File: config.mk
export PLATFORM = sky130hd
export DESIGN_NAME = bmr_cfg
export DESIGN_NICKNAME = d
export VERILOG_FILES = /design/src/hw/rtl/bmr_pkg.sv /design/src/hw/rtl/bmr_cfg.sv
export SDC_FILE = /design/constraint.sdc
export NUM_CORES = 1
export LEC_CHECK = 0
export ABC_AREA = 0
export BUFFER_PORTS_ARGS = -buffer_cell sky130_fd_sc_hd__buf_4
export CAP_MARGIN = 20
export CORE_MARGIN = 2
export CORE_UTILIZATION = 45
export CTS_BUF_LIST = sky130_fd_sc_hd__clkbuf_8
export CTS_CLUSTER_DIAMETER = 60
export CTS_CLUSTER_SIZE = 25
export DETAILED_ROUTE_END_ITERATION = 12
export PLACE_DENSITY = 0.8
export SLEW_MARGIN = 20
export SYNTH_ARGS = -nofsm -noshare
export SYNTH_HDL_FRONTEND = slang
export SYNTH_SLANG_ARGS = --single-unit
export TNS_END_PERCENT = 20
File: constraint.sdc
create_clock -name clk -period 2.9 [get_ports clk]
set_input_delay 0.435 -clock clk [delete_from_list [all_inputs] [get_ports clk]]
set_output_delay 0.435 -clock clk [all_outputs]
set_load 0.01 [all_outputs]
File: src/hw/rtl/bmr_pkg.sv
package bmr_pkg;

  // Fixed field widths
  localparam int DIV_W     = 64;  // dividend
  localparam int RES_W     = 32;  // remainder field
  localparam int MU_W      = 34;  // reciprocal mu
  localparam int HALF_W    = 32;  // split point of the quotient multiplier
  localparam int PROD_W    = 68;  // low product bits kept for the quotient estimate
  localparam int CFG_W     = 34;  // config write data, widest register
  localparam int CFG_IDX_W = 2;   // config register index

  // Config register map
  typedef enum logic [CFG_IDX_W-1:0] {
    REG_MODULUS = 2'd0,
    REG_MU      = 2'd1
  } cfg_reg_t;

  localparam logic [MU_W-1:0] MU_RESET = MU_W'(5);

endpackage

File: src/hw/rtl/bmr_cfg.sv
module bmr_cfg import bmr_pkg::*; #(
  parameter int MOD_BITS = 32,
  parameter int KW       = $clog2(MOD_BITS + 1)
) (
  input  logic                 clk,
  input  logic                 rst_n,
  input  logic                 cfg_we,
  input  logic [CFG_IDX_W-1:0] cfg_idx,
  input  logic [CFG_W-1:0]     cfg_wdata,
  output logic [MOD_BITS-1:0]  modulus,
  output logic [MU_W-1:0]      mu,
  output logic [KW-1:0]        k
);

  logic [MOD_BITS-1:0] modulus_r;
  logic [MU_W-1:0]     mu_r;
  logic [KW-1:0]       k_r;
  logic [KW-1:0]       k_nxt;

  // Bit length of the incoming modulus, captured with the write
  always_comb begin
    k_nxt = '0;
    for (int i = 0; i < MOD_BITS; i++) begin
      if (cfg_wdata[i]) k_nxt = KW'(i + 1);
    end
  end

  // Register file
  always_ff @(posedge clk) begin
    if (!rst_n) begin
      modulus_r <= MOD_BITS'(3);
      k_r       <= KW'(2);
      mu_r      <= MU_RESET;
    end else if (cfg_we) begin
      unique case (cfg_reg_t'(cfg_idx))
        REG_MODULUS: begin
          modulus_r <= cfg_wdata[MOD_BITS-1:0];
          k_r       <= k_nxt;
        end
        REG_MU: begin
          mu_r <= cfg_wdata[MU_W-1:0];
        end
        default: ;
      endcase
    end
  end

  assign modulus = modulus_r;
  assign mu      = mu_r;
  assign k       = k_r;

endmodule

# Word level (Yosys, flattened, before mapping)
# Cells that the tools add are included.
# totals
word_cells,39
ff_bits,72
output_inout_bits,72
inputBits,39
# classes
n_reduce_logical,3
eq_ne,1
mux,32
# op_table
operator,n
6-bit 2-to-1 mux,31
2-bit AND reduction,2
"2-bit by 1-bit == test with 1-bit output, second input constant",1
2-bit logical NOT,1
1-bit 2-to-1 mux,1

# Depth between registers and ports, before layout
# logic_depth
word_depth,32
mapped_depth,6
ltp_nobuf,5

# Worst setup path before layout
# No wires, ideal clock.
# synth_timing
path_kind,input to register
startpoint,input cfg_wdata[11]
endpoint,register k_r[0] (netlist: k[0])
t_arrival_ns,1.354
n_path_buf,0
cell_stages,4
setup_slack_ns,1.450
path_cell_list,or3_1 a221oi_2 a211oi_1 o41ai_2
# synth_via
elab_chain_cells,21
# synth_lines
item,line_no,rtl
start: declaration,bmr_cfg.sv:9,"input logic [CFG_W-1:0] cfg_wdata,"
6-bit 2-to-1 mux (21 in series),bmr_cfg.sv:24,if (cfg_wdata[i]) k_nxt = KW'(i + 1);
end signal: assignment,bmr_cfg.sv:38,k_r <= k_nxt;
end: declaration,bmr_cfg.sv:17,logic [KW-1:0] k_r;
# Every way passes these cells.
# A chain may end at the register's enable or synchronous reset.

# Final worst setup path
# layout_timing
startpoint,input cfg_idx[1]
endpoint,register k_r[0] (netlist: k[0])
# layout_via
elab_chain_cells,2
# layout_lines
item,line_no,rtl
start: declaration,bmr_cfg.sv:8,"input logic [CFG_IDX_W-1:0] cfg_idx,"
2-bit logical NOT,bmr_cfg.sv:35,unique case (cfg_reg_t'(cfg_idx))
2-bit AND reduction (no line),n/a,
# Every way passes these cells.

==> impl_metrics.env <==
export IMPL_status="finished, final reports clean"
export IMPL_hpwl_um=5660
export IMPL_ys_flop_type="dfxtp_1"
export IMPL_cp_cell_sequence="buf_4 > or3b_4 > nor2_2 > nand2_1 > o41ai_2"
export IMPL_use_met1_pct=29.5
export IMPL_cp_end_kind="register"
export IMPL_holdPathEnd="modulus[0]$_SDFFE_PN1P_"
export IMPL_cts_sinks=71
export IMPL_hold_viol=0
export IMPL_drc_errors=0
export IMPL_clockBufferDepth=2
export IMPL_cts_hold_buffers=0
export IMPL_clock_latency_ns=0.34
export IMPL_regToRegSetupSlack_ns=2.11
export IMPL_netlist_instances=372
export IMPL_crit_buf_inv=1
export IMPL_drt_wirelength_per_cell_um=14.3
export IMPL_grt_pass1_vias=2774
export IMPL_crit_start="cfg_idx[1]"
export IMPL_drv_cap=0
export IMPL_slew_viol_final=0
export IMPL_ys_seq_elements=71
export IMPL_htree_levels=3
export IMPL_cts_root_buffer="clkbuf_8"
export IMPL_r2r_worst_path_cells=4
export IMPL_initial_utilization_pct=46.8
export IMPL_grt_start_max_net_pins=41
export IMPL_ctsResizeCount=0
export IMPL_finalWirelength_um=7930
export IMPL_min_from="cfg_wdata[0]"
export IMPL_fp_dieW_um=82.7
export IMPL_timing_rr_start="k[1]$_SDFFE_PN1P_"
export IMPL_via_per_inst=5.27
export IMPL_rows=28
export IMPL_slew_headroom_pct=53.5
export IMPL_area_growth_pct=40.1
export IMPL_cellPowerDensity_nw_per_um2=572
export IMPL_tightest_slew_ns=0.696
export IMPL_period_share_pct=53.2
export IMPL_syn_avg_cell_area_um2=7.49
export IMPL_crit_type="in2reg"
export IMPL_n_antenna_cell=0
export IMPL_gp_congestion=0.823
export IMPL_max_freq_mhz=648
export IMPL_synth_area_leaders="dfxtp_1, nand2_1, a21oi_1"
export IMPL_ys_seq_area_share_pct=51.0
export IMPL_hold_depth=3
export IMPL_first_pass_iters=5
export IMPL_syn_cell_area_um2=2790
export IMPL_drive_above_1_share_pct=28.5
export IMPL_fp_dieH_um=82.7
export IMPL_worstSetupStartpointType="primary input"
export IMPL_rsz0062_at_grt="false"
export IMPL_postCtsSetupBuffers=0
export IMPL_fin_tns_setup_ns=0
export IMPL_synth_top_area_share_pct=51.0
export IMPL_final_util_pct=65.5
export IMPL_cp_required_ns=3.15
export IMPL_vias=2929
export IMPL_syn_num_nets=411
export IMPL_io_pins=111
export IMPL_port_buffers=110
export IMPL_ir_worst_vdd_mv=0.351
export IMPL_antenna_found_initial=0
export IMPL_path_clk_slew_ns=0.08
export IMPL_synthTopCellsByCount="nand2_1, a21oi_1, dfxtp_1, clkbuf_1, nor2_1"
export IMPL_final_nets=515
export IMPL_crit_slowest_cell="or3b_4"
export IMPL_reg2reg_to="k[1]$_SDFFE_PN1P_"
export IMPL_grt_usage_pct=24.2
export IMPL_cpPeakStageDelay_ns=0.60
export IMPL_fin_ws_ns=1.36
export IMPL_arrival_ns=1.80
export IMPL_fill_cells=556
export IMPL_coreArea_um2=5960
export IMPL_min_period_ns=1.54
export IMPL_grt_use_met3_pct=5.98
export IMPL_preCtsSetupSlack_ns=0.991
export IMPL_die_area_um2=6840
export IMPL_critPathMaxFanout=40
export IMPL_drt_iter0_drc=156
export IMPL_min_path_type="in2reg"
export IMPL_gr_total_overflow=0
export IMPL_yosysTopAreaCell="dfxtp_1"
export IMPL_finalSetupViolCount=0
export IMPL_grt_pass1_wl_um=12600
export IMPL_synth_warnings=0
export IMPL_yosysMostFrequentCell="nand2_1"
export IMPL_critical_path_top_delay_family="simple AND/OR/NAND/NOR gates"
export IMPL_synth_edf_count=0
export IMPL_grt_busiest_layer="met2"
export IMPL_ys_types=30
export IMPL_p_leak_uw=0.00164
export IMPL_ant_nets=0
export IMPL_numCtsBuffers=9
export IMPL_tritoncts="yes"
export IMPL_ys_async_sr_fraction_pct=0
export IMPL_clock_skew_ns=0
export IMPL_use_met2_pct=41.0
cells by family after synthesis:
group                  after synthesis  share of synthesized area [%]
AND/OR/NAND/NOR                    184                           27.1
AO/OA/AOI/OAI                       90                           17.9
flip-flops                          71                           51.0
buffers and inverters               27                           3.95
sequential cells by signal (all words and copies together) (netlist names):
register,flops
k,6
modulus,31
mu,34
worst min-delay path: cells and delay by family:
family                 cells  cell delay [ns]
buffers and inverters      1             0.10
AND/OR/NAND/NOR            2             0.10
layer usage:
layer	part of all wire, %	vias up
li1	-	1438
met3	8.7	13
met5	0	-
met2	48	115
met4	1.8	0
met1	42	1363
cell type report:
type                       count  area [um2]  share of cell area, %
timing repair buffer         115         863                   22.1
multi-input combinational    274        1260                   32.3
clock buffer                   9         124                   3.17
inverter                       5        18.8                  0.481
tap                           75        93.8                   2.40
sequential                    71        1420                   36.4
clock inverter                 7         120                   3.08
report_power, final:
group | switching (uW) | total (uW) | leakage, uW | internal (uW)
registers | 18.6 | 1030 | 0.000577 | 1010
logic | 141 | 253 | 0.000944 | 112
clock network | 379 | 953 | 0.000120 | 574
stage by stage:
| step | std cells | total power (uW) | hold slack (ns) | instance area (um2) |
|---|---|---|---|---|
| after floorplan | 372 | 1160 | 0.476 | 2790 |
| after global placement | 540 | 1300 | 0.443 | 3660 |
| after detailed placement | 540 | 1300 | 0.447 | 3660 |
| after CTS | 556 | 2250 | 0.315 | 3900 |
| after global routing | 556 | 2330 | 0.336 | 3900 |
| final | 556 | 2230 | 0.330 | 3900 |
worst max path at each step:
stage / endpoint / cells after the start / slack [ns]
detailed placement: k[0]$_SDFFE_PN0P_ / 5 / 0.99
global placement: k[0]$_SDFFE_PN0P_ / 5 / 1.05
CTS: k[0]$_SDFFE_PN0P_ / 5 / 1.36
global route: k[0]$_SDFFE_PN0P_ / 5 / 1.30
finish: k[0]$_SDFFE_PN0P_ / 5 / 1.36
floorplan: k[0]$_SDFFE_PN0P_ / 4 / 1.45
cell usage in the layout, fill, tap and decap left out:
master / instances
or3b_4: 1
clkinvlp_4: 1
o21ai_1: 1
nor2_1: 15
o22ai_1: 1
o41ai_1: 1
nor3_1: 6
nand3_1: 8
a221oi_2: 1
o21ai_0: 5
nor2_2: 1
clkbuf_8: 9
buf_4: 115
inv_2: 1
nor3b_4: 1
nand2_1: 142
a211oi_1: 2
clkinv_4: 1
o21bai_1: 1
o31ai_1: 3
a311o_1: 1
and3b_1: 1
bufinv_16: 3
nor4_1: 4
nand3b_1: 1
nor2b_1: 3
or3_1: 1
a31oi_1: 2
o41ai_2: 1
inv_6: 1
inv_1: 4
a21oi_1: 71
clkinv_2: 1
dfxtp_1: 71
No activity file was read; power rests on OpenSTA's default activity.
