<file path="src/hw/rtl/bmr_pkg.sv">
package bmr_pkg;

  // Fixed field widths
  localparam int DIV_W     = 64;  // dividend
  localparam int RES_W     = 32;  // remainder field
  localparam int MU_W      = 34;  // reciprocal mu
  localparam int HALF_W    = 32;  // split point of the quotient multiplier
  localparam int PROD_W    = 68;  // low product bits kept for the quotient estimate
  localparam int CFG_W     = 34;  // config write data, widest register
  localparam int CFG_IDX_W = 2;   // config register index

  // Config register map
  typedef enum logic [CFG_IDX_W-1:0] {
    REG_MODULUS = 2'd0,
    REG_MU      = 2'd1
  } cfg_reg_t;

  localparam logic [MU_W-1:0] MU_RESET = MU_W'(5);

endpackage

</file>
<file path="src/hw/rtl/bmr_corr.sv">
module bmr_corr import bmr_pkg::*; #(
  parameter int MOD_BITS = 32,
  parameter int KW       = $clog2(MOD_BITS + 1),
  parameter int WW       = MOD_BITS + 2
) (
  input  logic                clk,
  input  logic                rst_n,
  input  logic                in_valid,
  output logic                in_ready,
  input  logic [WW-1:0]       q,
  input  logic [WW-1:0]       a_lo,
  input  logic                flag,
  input  logic [MOD_BITS-1:0] modulus,
  input  logic [KW-1:0]       k,
  output logic                out_valid,
  input  logic                out_ready,
  output logic [RES_W-1:0]    remainder,
  output logic                out_of_range
);

  localparam int NS = 4;

  logic [NS-1:0] v_r;
  logic [NS-1:0] adv;

  logic [WW-1:0]          n_ext;
  logic [WW-1:0]          qn_nxt;
  logic [WW-1:0]          qn_r, alo5_r;
  logic                   flag5_r;
  logic [WW-1:0]          mask;
  logic [KW+1:0]          k_p2;
  logic [WW-1:0]          r6_r, r7_r;
  logic                   flag6_r, flag7_r;
  logic [WW-1:0]          r6_sub, r7_sub;
  logic [RES_W+WW-1:0]    r_ext;
  logic [RES_W-1:0]       rem_r;
  logic                   oor_r;

  // Stall chain
  always_comb begin
    adv[NS-1] = !v_r[NS-1] || out_ready;
    for (int i = NS - 2; i >= 0; i--) begin
      adv[i] = !v_r[i] || adv[i+1];
    end
  end

  always_ff @(posedge clk) begin
    if (!rst_n) begin
      v_r <= '0;
    end else begin
      if (adv[0]) v_r[0] <= in_valid;
      for (int i = 1; i < NS; i++) begin
        if (adv[i]) v_r[i] <= v_r[i-1];
      end
    end
  end

  assign in_ready  = adv[0];
  assign out_valid = v_r[NS-1];

  assign n_ext = {2'b00, modulus};

  // Stage 5: q * n, only the low WW bits are kept
  assign qn_nxt = q * n_ext;

  always_ff @(posedge clk) begin
    if (adv[0]) begin
      qn_r    <= qn_nxt;
      alo5_r  <= a_lo;
      flag5_r <= flag;
    end
  end

  // Stage 6: window difference mod 2^(k+2)
  assign k_p2 = {2'b00, k} + (KW+2)'(2);

  always_comb begin
    for (int i = 0; i < WW; i++) begin
      mask[i] = ((KW+2)'(i) < k_p2);
    end
  end

  always_ff @(posedge clk) begin
    if (adv[1]) begin
      r6_r    <= (alo5_r - qn_r) & mask;
      flag6_r <= flag5_r;
    end
  end

  // Stage 7: first correction
  assign r6_sub = r6_r - n_ext;

  always_ff @(posedge clk) begin
    if (adv[2]) begin
      r7_r    <= (r6_r >= n_ext) ? r6_sub : r6_r;
      flag7_r <= flag6_r;
    end
  end

  // Stage 8: second correction, output register; zero modulus gives 0
  assign r7_sub = r7_r - n_ext;
  assign r_ext  = {{RES_W{1'b0}}, ((r7_r >= n_ext) ? r7_sub : r7_r)};

  always_ff @(posedge clk) begin
    if (adv[3]) begin
      rem_r <= (k == '0) ? '0 : r_ext[RES_W-1:0];
      oor_r <= flag7_r;
    end
  end

  assign remainder    = rem_r;
  assign out_of_range = oor_r;

endmodule

</file>
<file path="config.mk">
export PLATFORM = sky130hd
export DESIGN_NAME = bmr_corr
export DESIGN_NICKNAME = d
export VERILOG_FILES = /design/src/hw/rtl/bmr_pkg.sv /design/src/hw/rtl/bmr_corr.sv
export SDC_FILE = /design/constraint.sdc
export NUM_CORES = 2
export LEC_CHECK = 0
export ABC_AREA = 1
export BUFFER_PORTS_ARGS = -buffer_cell sky130_fd_sc_hd__buf_2
export CORE_UTILIZATION = 55
export CTS_CLUSTER_DIAMETER = 80
export DETAILED_ROUTE_END_ITERATION = 16
export GPL_ROUTABILITY_DRIVEN = 0
export PLACE_DENSITY = 0.74
export REMOVE_ABC_BUFFERS = 1
export SLEW_MARGIN = 20
export SYNTH_ARGS = -nofsm -noshare
export SYNTH_HDL_FRONTEND = slang
export SYNTH_SLANG_ARGS = --single-unit
</file>
<file path="constraint.sdc">
create_clock -name clk -period 11.7 [get_ports clk]
set_clock_uncertainty 0.1 [all_clocks]
set_input_delay 2.34 -clock clk [delete_from_list [all_inputs] [get_ports clk]]
set_output_delay 2.34 -clock clk [all_outputs]
set_load 0.05 [all_outputs]
</file>
# == After elaboration in Yosys (flattened, before gate mapping) ==
# Cells that the tools add are included.
# totals
ff_bits,176
in_bits,111
output_inout_bits,35
# classes
addsub,4
mul,1
order_cmp,36
muxes,2
bitwise,1
reduce_logical,9
# ops
cell,count
less-than comparator 5 x 7 -> 1 bit (first input constant),16
greater-or-equal comparator 34 x 32 -> 1 bit,2
less-than comparator 4 x 7 -> 1 bit (first input constant),8
AND 34 bit,1
multiplier 34 x 32 -> 34 bit,1
two-way mux 34 bit,1
subtractor 34 x 32 -> 34 bit,1
subtractor 34 bit,1
two-way mux 32 bit,1
subtractor 32 bit,1
less-than comparator 3 x 7 -> 1 bit (first input constant),4
less-than comparator 1 x 7 -> 1 bit (first input constant),2
less-than comparator 2 x 7 -> 1 bit (first input constant),2
less-than comparator 6 x 7 -> 1 bit (first input constant),2
adder 6 x 2 -> 7 bit (second input constant),1
zero test 6 bit,1
zero test 1 bit,4
logical OR 1 bit,4

# == Logic depth before layout (Yosys ltp) ==
# depth
ltp_word,5
depth_mapped,35

# == Worst setup path after synthesis ==
# OpenSTA, ideal clock, no wires.
# synth_timing
path_type,input to register
start,input modulus[6]
end,register qn_r[31] (data pin)
t_arrival_ns,8.499
required_ns,11.341
path_slack_ns,2.842
path_stages,30
n_path_buf,2
cell_sequence,clkbuf_1 -> clkbuf_1 -> nand2_1 -> inv_1 -> fa_1 -> fa_1 -> fa_1 -> inv_1 -> fa_1 -> inv_1 -> fa_1 -> fa_1 -> fa_1 -> inv_1 -> fa_1 -> inv_1 -> ha_1 -> nand2_1 -> inv_1 -> nand2_1 -> nor3_1 -> nand4_1 -> nand3_1 -> nand2_1 -> nand2_1 -> nand2_1 -> nand2_1 -> nand2_1 -> nand2_1 -> xor2_1
# synth_between
elab_chain_cells,1
# synth_lines
element,line_no,text
from (decl),bmr_corr.sv:13,"input logic [MOD_BITS-1:0] modulus,"
multiplier 34 x 32 -> 34 bit,bmr_corr.sv:64,assign qn_nxt = q * n_ext;
named net qn_nxt[31],bmr_corr.sv:27,logic [WW-1:0] qn_nxt;
to (signal assigned),bmr_corr.sv:68,qn_r <= qn_nxt;
to (decl),bmr_corr.sv:28,"logic [WW-1:0] qn_r, alo5_r;"
# The timed path passes the listed nets, and every way through them passes these cells.
# A chain may end at the register's enable or synchronous reset.

# == Worst setup path in the final report ==
# layout_timing
start,input modulus[2]
end,register qn_r[28] (data pin)
# Same word-level chain as after synthesis.

==> flow_summary.ini <==
[outcome]
status = complete, no violations

[min_path]
hold_path.class = reg2reg

[floorplanning]
ioPinCount = 146
die_area_um2 = 58200
die_h_um = 241
start_util = 0.557
rows = 87
core_area_um2 = 56500
die_x_um = 241

[detailed_routing]
drt_iter0_markers = 2132
ant_nets = 0
wire_per_inst_um = 18.1
vias = 26300
first_pass_iters = 6
drc = 0
routed_via_density = 5.42
routed_wirelength_um = 88000

[clocking]
clock_sinks = 176
cts_setup_buffers = 0
cts_made_buffers = 17
clock_path_buffers = 2
insertion_delay_ns = 0.45
cts_tree = built
cts_repair_resize_count = 0
htreeDepth = 4
clk_pin_slew_worst_paths_ns = 0.08
root_buffer = clkbuf_16
ctsHoldBuffers = 0

[logic_synthesis]
synth-seq-area-share = 0.167
synth-simple-area-share = 0.179
syn-cell-area_um2 = 31500
ys_ff_latch = 176
ys.warnings.count = 0
synth_flop_cell = edfxtp_1
synth_area_per_cell_um2 = 7.76
yosys.cell_types.count = 56
synthAdderAreaFrac = 0.390
synth-xor-area-share = 0.0328
async_flop_share = 0
synth_edf_count = 172
synth_top_family_by_area = adder cells
synth.area.mux_share = 0
synth_compound_area_frac = 0.0836
netlist_instances = 4055

[sta]
max_freq_ghz = 0.105
min_period_over_period = 0.812
finalSetupViolCount = 0
worst_pin_slew_ns = 1.05
fin_setup_tns_ns = 0
max_slew_margin = 0.303
rsz0062_at_grt = false
layout_setup_ws_ns = 2.20
fin_crit_ns = 9.50
hold_violations = 0
slew_violations = 0

[grt]
grt_pass1_wl_um = 139000
antenna_found_initial = 1
grt_pass1_vias = 26300
grt_start_max_net_pins = 72
grtUsageTotal = 0.313
overflow = 0

[layout]
areaGrowthSynthToFinish_pct = 5.47
fin_util = 0.588
drive_above_1_share = 0.0595
final_cell_area_um2 = 33200
diodes = 0
nets = 4895

[setup_path]
crit_path_frequent_cell = fa_1
arrival_ns = 9.60
worstPathRequired_ns = 11.80
critical_path.max_stage_delay_ns = 0.80
cp-end-kind = flip-flop
cp-start-kind = input port
critPathKind = in2reg
worst_path_max_delay_cell = nor4_1
cp_max_fo = 33
path_cells = buf_2, nand2_1, fa_1, fa_1, fa_1, fa_1, inv_1, fa_1, inv_1, fa_1, fa_1, fa_1, inv_1, ha_1, nand2_1, nor4_1, nand4_1, nand3_1, nand2_1, nand3_1, a21oi_1, xnor2_1

[run]
max-cap-violations = 0

[placement]
pre_cts_ws_ns = 1.85
post_dp_cell_area_um2 = 32600
port_buffers = 145
dp_hpwl_um = 70600
## path summary, 6_finish.rpt
check / end / start / cells past startpoint / slack (ns)
max: qn_r[28]$_DFFE_PP_ / modulus[2] / 22 / 2.20
min reg2reg: flag7_r$_DFFE_PP_ / flag6_r$_DFFE_PP_ / 0 / 0.32
max reg2reg: r7_r[14]$_DFFE_PP_ / r6_r[23]$_DFFE_PP_ / 8 / 8.14
min: flag7_r$_DFFE_PP_ / flag6_r$_DFFE_PP_ / 0 / 0.32
## cell usage in the layout, fill, tap and decap left out, types with 3 or more instances in the layout
cell	instances
inv_1	1064
nand2_1	1043
fa_1	471
ha_1	227
nor2_1	184
a21oi_1	178
edfxtp_1	172
buf_2	145
nand3_1	88
o21ai_0	77
xor2_1	59
xnor2_1	59
o21ai_1	42
nand4_1	29
a21o_1	24
a31oi_1	24
o21bai_1	24
nor3_1	20
o21ai_2	17
clkbuf_16	17
inv_2	13
o211ai_1	10
nor2_2	9
nor4_1	8
o21a_1	8
a21boi_0	7
nand3b_1	7
a211oi_2	6
clkinv_8	5
buf_4	5
or2_2	4
a221oi_1	4
o221ai_1	4
a211oi_1	4
inv_8	4
dfxtp_1	4
a21oi_2	3
inv_6	3
## cell usage after synthesis, types with 59 or more instances
cell type / number / area, um2
a21oi_1: 178 / 891
clkbuf_1: 100 / 375
edfxtp_1: 172 / 5160
fa_1: 471 / 9430
ha_1: 227 / 2840
inv_1: 1064 / 3990
nand2_1: 1044 / 3920
nand3_1: 88 / 440
nor2_1: 184 / 691
o21ai_0: 77 / 385
xnor2_1: 59 / 517
xor2_1: 59 / 517
## routing by layer
metal	GRT usage	share of wire	wire (um)
met2	0.509	0.45	40000
met1	0.423	0.41	35800
met3	0.0492	0.097	8520
met4	0.118	0.041	3650
met5	0	0.00012	11
## worst max-delay path: cells and delay by family
kind,cells,cell delay (ns)
compound gates,1,0.11
xor+xnor,1,0.16
fa+ha+maj,9,4.38
buf+inv,4,0.82
simple gates,7,1.77
## per-stage QoR
step	instances	hold slack, ns
2_1_floorplan	3917	0.300
3_3_place_gp	4823	0.301
3_5_place_dp	4823	0.308
4_1_cts	4855	0.327
5_1_grt	4855	0.338
6_report	4855	0.325
## cell families (layout without fill, tap and decap cells)
kind of cell	count (synthesis)	after routing
AND/OR/NAND/NOR	1405	1405
adder cells (fa/ha/maj)	698	698
flip-flops	176	176
buffers and inverters	1215	1259
AO/OA/AOI/OAI	443	443
XOR/XNOR	118	118
## layout make-up
type / instances / area, um2
clock buffers: 17 / 425
repair buffers: 150 / 763
well taps: 756 / 946
flip-flops and latches: 176 / 5250
multi-input cells: 2664 / 21600
inverters: 1077 / 4040
fillers: 5106 / 23300
clock inverters: 15 / 185
## registers in the layout, indices dropped and copies added, names as in the netlist
name and cells:
flag5_r 1, v_r 4, alo5_r 34, remainder 32, r7_r 34, qn_r 34, flag7_r 1, out_of_range 1
flag6_r 1, r6_r 34
Power is not shown: default switching activity piles up to over one toggle a cycle in this logic, so the estimate is an artifact.
